`src/hdl/swmu_pkg.sv`:
```
// Types and constants of the sliding window median unit
package swmu_pkg;

  localparam int MAX_WINDOW   = 16;
  localparam int SAMPLE_WIDTH = 32;
  localparam int MEDIAN_WIDTH = SAMPLE_WIDTH + 1;
  localparam int CNT_W        = $clog2(MAX_WINDOW + 1);
  localparam int IDX_W        = $clog2(MAX_WINDOW);
  localparam int CFG_W        = 5;

  localparam logic [CFG_W-1:0] WINDOW_SIZE_RESET = CFG_W'(3);

  typedef logic signed [SAMPLE_WIDTH-1:0] sample_t;
  typedef logic signed [MEDIAN_WIDTH-1:0] median_t;
  typedef logic [CNT_W-1:0]               cnt_t;
  typedef logic [IDX_W-1:0]               idx_t;

endpackage

```
`src/hdl/sliding_window_median_unit.sv`:
```
// Sliding window median unit: top level
//
// Input channel: sample_i and start_of_stream_i, qualified by in_valid_i; the
// unit holds off the sender with in_stall_o. An item is taken at a rising edge
// with in_valid_i high and in_stall_o low. start_of_stream_i empties the
// window before that item's sample enters.
// Output channel: median_doubled_o (twice the median, one fraction bit) with
// out_valid_o; the receiver holds it with out_stall_i.
// Configuration: cfg_we_i writes cfg_wdata_i as the window size K (0 acts as
// 1, above 16 acts as 16) and empties the window. Write only while idle.
// The first K-1 items of a stream give no result; every later item gives one.
// The accepting edge registers the sorted window and emit_q; the median then
// goes to the output register once that register is not stalled. One item
// per cycle is taken while in_stall_o is low: the sorted window is updated by
// one pass of parallel compares; median pick and add run in the next stage.
// Reset clears the window and sets K to 3; no result is pending after reset.
// A stalled receiver holds the output register; one more result may wait in
// the pick stage, and only then is in_stall_o raised.
module sliding_window_median_unit
  import swmu_pkg::*;
(
  input  logic                    clk_i,
  input  logic                    rst_ni,
  input  logic                    cfg_we_i,
  input  logic [CFG_W-1:0]        cfg_wdata_i,
  input  logic                    in_valid_i,
  output logic                    in_stall_o,
  input  logic signed [SAMPLE_WIDTH-1:0] sample_i,
  input  logic                    start_of_stream_i,
  output logic                    out_valid_o,
  input  logic                    out_stall_i,
  output logic signed [MEDIAN_WIDTH-1:0] median_doubled_o
);

  logic [CFG_W-1:0] window_size_q;
  cnt_t             fill_q, fill_d;
  idx_t             oldest_q, oldest_d;
  logic             emit_q, emit_d;
  logic             out_valid_q;
  median_t          median_q, median_d;
  sample_t          age_q    [MAX_WINDOW];
  sample_t          sorted_q [MAX_WINDOW];
  sample_t          sorted_d [MAX_WINDOW];

  cnt_t    k_size;
  logic    clr;
  cnt_t    fill_eff;
  idx_t    ptr_eff;
  logic    full;
  sample_t old_val;
  cnt_t    keep_n;
  idx_t    wr_idx;
  cnt_t    ptr_inc;
  cnt_t    fill_inc;
  logic    new_emit;
  logic    b_ready;
  logic    in_acc;

  logic [MAX_WINDOW-1:0] le;
  logic [MAX_WINDOW-1:0] le_nxt;
  logic [MAX_WINDOW-1:0] match;
  logic [MAX_WINDOW-1:0] shifted;
  logic [MAX_WINDOW-1:0] rem_le;
  logic [MAX_WINDOW-1:0] lev;
  logic [MAX_WINDOW-1:0] lev_prev;
  sample_t rem      [MAX_WINDOW];
  sample_t rem_nxt  [MAX_WINDOW];
  sample_t rem_prev [MAX_WINDOW];

  idx_t    mid_idx, lo_idx;
  sample_t lo_val, hi_val;

  always_comb begin
    if (window_size_q == '0) begin
      k_size = CNT_W'(1);
    end else if (window_size_q > CFG_W'(MAX_WINDOW)) begin
      k_size = CNT_W'(MAX_WINDOW);
    end else begin
      k_size = CNT_W'(window_size_q);
    end
  end

  assign b_ready    = !out_valid_q || !out_stall_i;
  assign in_stall_o = emit_q && !b_ready;
  assign in_acc     = in_valid_i && !in_stall_o;

  always_comb begin
    logic acc;
    clr      = start_of_stream_i || (fill_q > k_size);
    fill_eff = clr ? '0 : fill_q;
    ptr_eff  = clr ? '0 : oldest_q;
    full     = (fill_eff == k_size);
    old_val  = age_q[ptr_eff];
    keep_n   = full ? k_size - CNT_W'(1) : fill_eff;

    for (int j = 0; j < MAX_WINDOW; j++) begin
      le[j]    = (sorted_q[j] <= sample_i);
      match[j] = full && (CNT_W'(j) < k_size) && (sorted_q[j] == old_val);
    end

    acc = 1'b0;
    for (int j = 0; j < MAX_WINDOW; j++) begin
      acc        = acc | match[j];
      shifted[j] = acc;
    end

    for (int j = 0; j < MAX_WINDOW - 1; j++) begin
      rem_nxt[j] = sorted_q[j+1];
      le_nxt[j]  = le[j+1];
    end
    rem_nxt[MAX_WINDOW-1] = sorted_q[MAX_WINDOW-1];
    le_nxt[MAX_WINDOW-1]  = le[MAX_WINDOW-1];

    for (int j = 0; j < MAX_WINDOW; j++) begin
      rem[j]    = shifted[j] ? rem_nxt[j] : sorted_q[j];
      rem_le[j] = shifted[j] ? le_nxt[j] : le[j];
      lev[j]    = rem_le[j] && (CNT_W'(j) < keep_n);
    end

    lev_prev[0] = 1'b1;
    rem_prev[0] = sample_i;
    for (int j = 1; j < MAX_WINDOW; j++) begin
      lev_prev[j] = lev[j-1];
      rem_prev[j] = rem[j-1];
    end

    for (int j = 0; j < MAX_WINDOW; j++) begin
      if (lev[j]) begin
        sorted_d[j] = rem[j];
      end else if (lev_prev[j]) begin
        sorted_d[j] = sample_i;
      end else begin
        sorted_d[j] = rem_prev[j];
      end
    end

    wr_idx   = full ? ptr_eff : fill_eff[IDX_W-1:0];
    ptr_inc  = CNT_W'(ptr_eff) + CNT_W'(1);
    fill_inc = fill_eff + CNT_W'(1);
    if (full) begin
      fill_d   = fill_eff;
      oldest_d = (ptr_inc == k_size) ? '0 : ptr_inc[IDX_W-1:0];
      new_emit = 1'b1;
    end else begin
      fill_d   = fill_inc;
      oldest_d = '0;
      new_emit = (fill_inc == k_size);
    end
  end

  always_comb begin
    mid_idx = k_size[IDX_W:1];
    lo_idx  = k_size[0] ? mid_idx : mid_idx - IDX_W'(1);
    lo_val  = sorted_q[lo_idx];
    hi_val  = sorted_q[mid_idx];
    median_d = MEDIAN_WIDTH'(lo_val) + MEDIAN_WIDTH'(hi_val);
  end

  always_comb begin
    if (in_acc) begin
      emit_d = new_emit;
    end else if (b_ready) begin
      emit_d = 1'b0;
    end else begin
      emit_d = emit_q;
    end
  end

  always_ff @(posedge clk_i or negedge rst_ni) begin
    if (!rst_ni) begin
      window_size_q <= WINDOW_SIZE_RESET;
      fill_q        <= '0;
      oldest_q      <= '0;
      emit_q        <= 1'b0;
      out_valid_q   <= 1'b0;
    end else begin
      emit_q <= emit_d;
      if (b_ready) begin
        out_valid_q <= emit_q;
      end
      if (cfg_we_i) begin
        window_size_q <= cfg_wdata_i;
        fill_q        <= '0;
        oldest_q      <= '0;
      end else if (in_acc) begin
        fill_q   <= fill_d;
        oldest_q <= oldest_d;
      end
    end
  end

  always_ff @(posedge clk_i) begin
    if (in_acc) begin
      age_q[wr_idx] <= sample_i;
      sorted_q      <= sorted_d;
    end
    if (b_ready && emit_q) begin
      median_q <= median_d;
    end
  end

  assign out_valid_o      = out_valid_q;
  assign median_doubled_o = median_q;

endmodule

```
`config.mk`:
```
export PLATFORM = sky130hd
export DESIGN_NAME = sliding_window_median_unit
export DESIGN_NICKNAME = d
export VERILOG_FILES = /design/src/hdl/swmu_pkg.sv /design/src/hdl/sliding_window_median_unit.sv
export SDC_FILE = /design/constraint.sdc
export NUM_CORES = 2
export LEC_CHECK = 0
export ABC_CLOCK_PERIOD_IN_PS = 14900
export BUFFER_PORTS_ARGS = -buffer_cell sky130_fd_sc_hd__clkbuf_2
export CAP_MARGIN = 15
export CORE_AREA = 4 4 658 399
export CTS_CLUSTER_DIAMETER = 150
export DETAILED_ROUTE_END_ITERATION = 8
export DIE_AREA = 0 0 662 403
export GPL_ROUTABILITY_DRIVEN = 0
export PLACE_DENSITY_LB_ADDON = 0.25
export SYNTH_ARGS = -nofsm -noshare
export SYNTH_HDL_FRONTEND = slang
export SYNTH_SLANG_ARGS = --single-unit
```
`constraint.sdc`:
```
create_clock -name clk_i -period 14.9 [get_ports clk_i]
set_input_delay 2.98 -clock clk_i [delete_from_list [all_inputs] [get_ports clk_i]]
set_output_delay 2.98 -clock clk_i [all_outputs]
set_load 0.01 [all_outputs]
```
Word-level counts from Yosys, hierarchy flattened
Memories as Yosys holds them, arrays and structs flattened.
Cells that the tools add are included.
{"block": "totals", "register_bits": 561, "latch_bits": 0, "ram_bits": 512, "romBits": 0, "in_bits": 43, "out_inout_bits": 35, "elab_cells": 258, "n_memories": 1}
{"block": "op_classes", "add_sub_neg": 5, "mul": 0, "div": 0, "n_lt_le_gt_ge": 51, "n_eq_ne": 18, "n_shift": 0, "n_mux": 85, "bitwise_logic": 17, "reduce_logical": 59}
{"memory": "age_q", "words": 16, "word_bits": 32, "rd": 1, "rd_clocked_by_memory_dff": 0, "write_ports": 1, "line": "sliding_window_median_unit.sv:41", "rtl": "sample_t age_q [MAX_WINDOW];"}
{"op": "2-to-1 mux 32 bit", "count": 49}
{"op": "less-or-equal comparator 32 bit", "count": 16}
{"op": "== test 32 bit", "count": 15}
{"op": "binary-select mux 32 bit (select 4 bit)", "count": 2}
{"op": "less-than comparator 4 x 5 -> 1 bit (first input constant)", "count": 15}
{"op": "logical AND 1 bit", "count": 49}
{"op": "less-than comparator 3 x 5 -> 1 bit (first input constant)", "count": 8}
{"op": "2-to-1 mux 5 bit", "count": 7}
{"op": "adder 32 x 32 -> 33 bit", "count": 1}
{"op": "2-to-1 mux 4 bit", "count": 7}
{"op": "less-than comparator 1 x 5 -> 1 bit (first input constant)", "count": 4}
{"op": "less-than comparator 2 x 5 -> 1 bit (first input constant)", "count": 4}
{"op": "2-to-1 mux 1 bit", "count": 20}
{"op": "== test 5 bit", "count": 3}
{"op": "bitwise OR 1 bit", "count": 14}
{"op": "greater-or-equal comparator 5 bit (second input constant)", "count": 2}
{"op": "NOT 4 -> 5 bit", "count": 2}
{"op": "adder 4 x 1 -> 5 bit (second input constant)", "count": 1}
{"op": "adder 5 x 1 -> 5 bit (second input constant)", "count": 1}
{"op": "> comparator 5 bit", "count": 1}
{"op": "> comparator 5 bit (second input constant)", "count": 1}
{"op": "logical NOT 5 bit", "count": 1}
{"op": "subtractor 5 x 1 -> 5 bit (second input constant)", "count": 1}
{"op": "logical NOT 1 bit", "count": 4}
{"op": "other kinds (5)", "count": 7}

Logic depth before layout (Yosys ltp)
{"block": "logic_depth", "ltp_word": 26, "ltp_mapped": 32, "ltp_nobuf": 25}

Worst setup path before layout
OpenSTA, ideal clock, no wires.
{"block": "synth_timing", "path_type": "input to register", "start": "in out_stall_i", "end": "mem age_q[7][0] in the netlist's numbering, enable pin", "setup_ns": 0.421, "arrival_ns": 16.635, "required_ns": 14.479, "path_slack_ns": -2.155, "stages": 5, "n_path_buf": 0, "cell_sequence": "nand3_1 -> nand2_1 -> inv_1 -> o21ai_0 -> nor2_1"}
{"block": "synth_via", "elab_chain_len": 8}
{"element": "from (decl)", "line": "sliding_window_median_unit.sv:31", "rtl": "input logic out_stall_i,"}
{"element": "logical NOT 1 bit", "line": "sliding_window_median_unit.sv:83", "rtl": "assign b_ready = !out_valid_q || !out_stall_i;"}
{"element": "logical OR 1 bit", "line": "sliding_window_median_unit.sv:83"}
{"element": "logical NOT 1 bit", "line": "sliding_window_median_unit.sv:84", "rtl": "assign in_stall_o = emit_q && !b_ready;"}
{"element": "logical AND 1 bit", "line": "sliding_window_median_unit.sv:84"}
{"element": "logical NOT 1 bit", "line": "sliding_window_median_unit.sv:85", "rtl": "assign in_acc = in_valid_i && !in_stall_o;"}
{"element": "logical AND 1 bit", "line": "sliding_window_median_unit.sv:85"}
{"element": "named net in_acc", "line": "sliding_window_median_unit.sv:57", "rtl": "logic in_acc;"}
{"element": "2-to-1 mux 1 bit", "line": "sliding_window_median_unit.sv:193", "rtl": "if (in_acc) begin"}
{"element": "2-to-1 mux 1 bit (implied by the code)", "line": "sliding_window_median_unit.sv:194", "rtl": "age_q[wr_idx] <= sample_i;"}
{"element": "to (decl)", "line": "sliding_window_median_unit.sv:41"}
The timed path passes the listed nets, and every way through them passes these cells.

==> impl_metrics.tcl <==
set metrics [dict create \
    power_frac_seq_pct 38.2 \
    critPathKind "register to register" \
    cts.sinks 1073 \
    fp.dieH_um 403 \
    drt_iter0_drc 12830 \
    p_sw_share_pct 41.88 \
    ant_nets 0 \
    cap_violations 1 \
    cts_tree "yes" \
    coreArea_sq_mm 0.2560 \
    grt_max_degree 146 \
    io_pins 78 \
    crit_buf_inv 6 \
    dieArea_sq_mm 0.2668 \
    synth_edf_count 1057 \
    hold_class "register to register" \
    vias 71110 \
    critPathCaptureType "register" \
    ys_warn_count 0 \
    worstPathArrival_ps 12330 \
    cp_cell_sequence "inv_1 -> nand2_2 -> ha_1 -> and4_1 -> a221oi_4 -> o21ai_4 -> buf_4 -> inv_4 -> buf_12 -> nor2_2 -> a222oi_1 -> nand2_1 -> buf_4 -> xnor2_1 -> nor4bb_1 -> nand4b_1 -> o22a_2 -> nand2_4 -> buf_4 -> or2_2 -> o21ai_0 -> mux2i_1 -> mux2i_1" \
    die_x_um 662 \
    syn_to_final_growth_pct 10.33 \
    setup_violations 0 \
    ys_seq_area_share_pct 39.32 \
    status "complete, but fails checks" \
    slowest_stage "xnor2_1" \
    cp_top_family "simple AND/OR/NAND/NOR gates" \
    synth_cells 7353 \
    overflow 0 \
    min_period_over_period_pct 79.28 \
    synth_nets 7956 \
    place_inst 10620 \
    drt-vias-per-instance 6.548 \
    post_cts_resized 0 \
    clk_latency_ps 800 \
    grt_usage_pct 29.01 \
    crit_path_start_kind "register" \
    max_stage_delay_ps 1040 \
    drc 3 \
    async_reset_ff_share_pct 1.491 \
    grt_pass1_vias 63650 \
    crit_top_cell "buf_4" \
    ctsHoldBuffers 0 \
    p_int_mw 6.888 \
    holdWs_ps 498.7 \
    slew_viol_final 0 \
    cp_max_fo 70 \
    utilization_pct 35.23 \
    yosysUniqueCellTypes 115 \
    synthesis.area_sq_mm 0.08175 \
    dr.pass1.iters 9 \
    vdd_drop_max_v 0.00008622 \
    rsz0062_at_grt "false" \
    grt_pass1_wl_mm 540.5 \
    power_switching_mw 4.964 \
    clkPwrFrac_pct 24.7 \
    fin_tns_setup_ps 0 \
    io_buffers 77 \
    fin_crit_ps 11810 \
    place_area_sq_mm 0.08644 \
    routedWlPerCell_um 37.27 \
    finalClockSkew_ps 61.79 \
    nNetsFinal 7927 \
    yosys-top-cells-area "edfxtp_1 (39%), mux2i_1 (12%), ha_1 (8.6%)" \
    synth_flop_cell "edfxtp_1" \
    path_clk_slew_ps 70 \
    hold_viol 0 \
    synth.largest_area_cell "edfxtp_1" \
    cts_buffers 112 \
    combPwrFrac_pct 37.2 \
    drive_above_1_share_pct 15.77 \
    postCtsSetupBuffers 0 \
    wl_mm 404.8 \
    powerDensity_mw_per_mm2 131.4 \
    antenna_found_initial 31 \
    fin_cells 10860 \
    cts_root_buf "clkbuf_16" \
    syn_avg_cell_area_sq_um 11.12 \
    violations "DRC, capacitance limit" \
    critPathRequiredTime_ps 15410 \
    finalInstanceArea_sq_mm 0.09020 \
    cellLeakagePower_nw 34.47 \
    maxClockFrequency_ghz 0.08466 \
    place_hpwl_mm 306.1 \
    cts_max_level 3 \
    synth_top_area_share_pct 38.83 \
    initial_core_util_pct 31.93 \
    rows 144 \
    ys_ff_latch 1073 \
    slew_headroom_pct 0.09636 \
    clock_path_buffers 3 \
    worstMarginPinSlew_ps 1488 \
]
[path summary, 6_finish.rpt]
check / to / slack (ps) / cells past startpoint / start
min reg2reg: out_valid_o / 500 / 1 / emit_q
max in group asynchronous: oldest_q[0] / 12270 / 1 / rst_ni
max reg2reg: rem_nxt[270] / 3090 / 23 / window_size_q[4]
min: out_valid_o / 500 / 1 / emit_q
max: rem_nxt[270] / 3090 / 23 / window_size_q[4]
min in group asynchronous: window_size_q[3] / 2190 / 1 / rst_ni
[synthesized netlist by cell type (all sizes together) (139+ instances only)]
cell / n
o21ai: 385
xor2: 156
buf: 265
inv: 139
clkbuf: 219
nand2: 332
mux2: 419
mux2i: 975
edfxtp: 1057
nand4: 181
xnor2: 267
a21o: 171
nor2: 339
a21oi: 456
ha: 559
[flip-flops by register name, indices dropped and copies added (netlist names)]
name	flops
age_q	512
rem_nxt	448
median_doubled_o	33
rem	32
sorted_q	32
fill_q	5
window_size_q	5
oldest_q	4
emit_q	1
out_valid_o	1
[metrics by stage]
step	power, mW	worst slack, ps
floorplan	6.621	3014
global placement	8.438	3156
detailed placement	8.524	3426
CTS	11.43	4060
global route	12.07	3315
finish	11.85	3088
[worst register-to-register path, cell delays in order (launching register included)]
cell and delay [ps]:
dfrtp_2 670, inv_1 740, nand2_2 720, ha_1 530
and4_1 300, a221oi_4 510, o21ai_4 60, buf_4 270
inv_4 510, buf_12 430, nor2_2 260, a222oi_1 740
nand2_1 150, buf_4 310, xnor2_1 1050, nor4bb_1 400
nand4b_1 230, o22a_2 520, nand2_4 300, buf_4 780
or2_2 1000, o21ai_0 670, mux2i_1 310, mux2i_1 100
[logic make-up (layout without fill, tap and decap cells)]
group	after synthesis	in the layout	share of synthesized area (%)
compound gates	1716	1716	14.08
flops	1073	1073	39.32
fa+ha+maj	560	560	8.580
simple gates	1445	1445	8.974
other cells	0	14	0
buf+inv	625	687	3.555
mux	1511	1511	20.96
xor+xnor	423	423	4.532
[final cells by class]
| cell class | count | area [sq um] |
|---|---|---|
| fill | 25230 | 165800 |
| sequential | 1073 | 32150 |
| antenna | 14 | 35.03 |
| clock buffer | 144 | 2995 |
| tap | 3431 | 4293 |
| multi-input combinational | 5655 | 47180 |
| timing repair buffer | 341 | 2456 |
| inverter | 141 | 538.0 |
| clock inverter | 61 | 550.5 |
[placed cells by master, fill, tap and decap left out, types with 30 or more instances in the layout]
| master | n |
|---|---|
| a211oi_1 | 72 |
| a21o_1 | 170 |
| edfxtp_1 | 1057 |
| nor3_1 | 79 |
| xnor2_1 | 267 |
| clkbuf_2 | 77 |
| o21ai_0 | 351 |
| mux4_2 | 117 |
| a21oi_1 | 450 |
| nor4_1 | 84 |
| o211a_1 | 84 |
| ha_1 | 558 |
| nand2_1 | 320 |
| inv_1 | 132 |
| o211ai_1 | 134 |
| and3_1 | 30 |
| o22ai_1 | 48 |
| nor2_1 | 315 |
| mux2i_1 | 966 |
| nand2b_1 | 49 |
| nor2b_1 | 122 |
| xor2_1 | 156 |
| nand4_1 | 181 |
| buf_4 | 244 |
| clkbuf_16 | 114 |
| mux2_2 | 401 |
| nand3_1 | 105 |
| o21a_1 | 60 |
[power by group through the flow]
stage / Sequential, mW / Combinational, mW / Clock (mW)
2_1_floorplan: 4.09 / 2.53 / 0
5_1_grt: 4.47 / 4.53 / 3.07
4_1_cts: 4.41 / 4.07 / 2.95
3_3_place_gp: 4.46 / 3.97 / 0
3_5_place_dp: 4.47 / 4.05 / 0
6_report: 4.52 / 4.40 / 2.93
[layer usage]
metal / vias to the layer above / global-route usage, % / share of wire (%) / routed length (um)
li1: 28560 / - / - / -
met1: 36050 / 42.74 / 44 / 178000
met2: 5828 / 32.84 / 33 / 135300
met3: 640 / 19.94 / 20 / 81050
met4: 30 / 5.167 / 2.2 / 8732
met5: - / 4.382 / 0.41 / 1655
No activity file was read; power rests on OpenSTA's default activity.
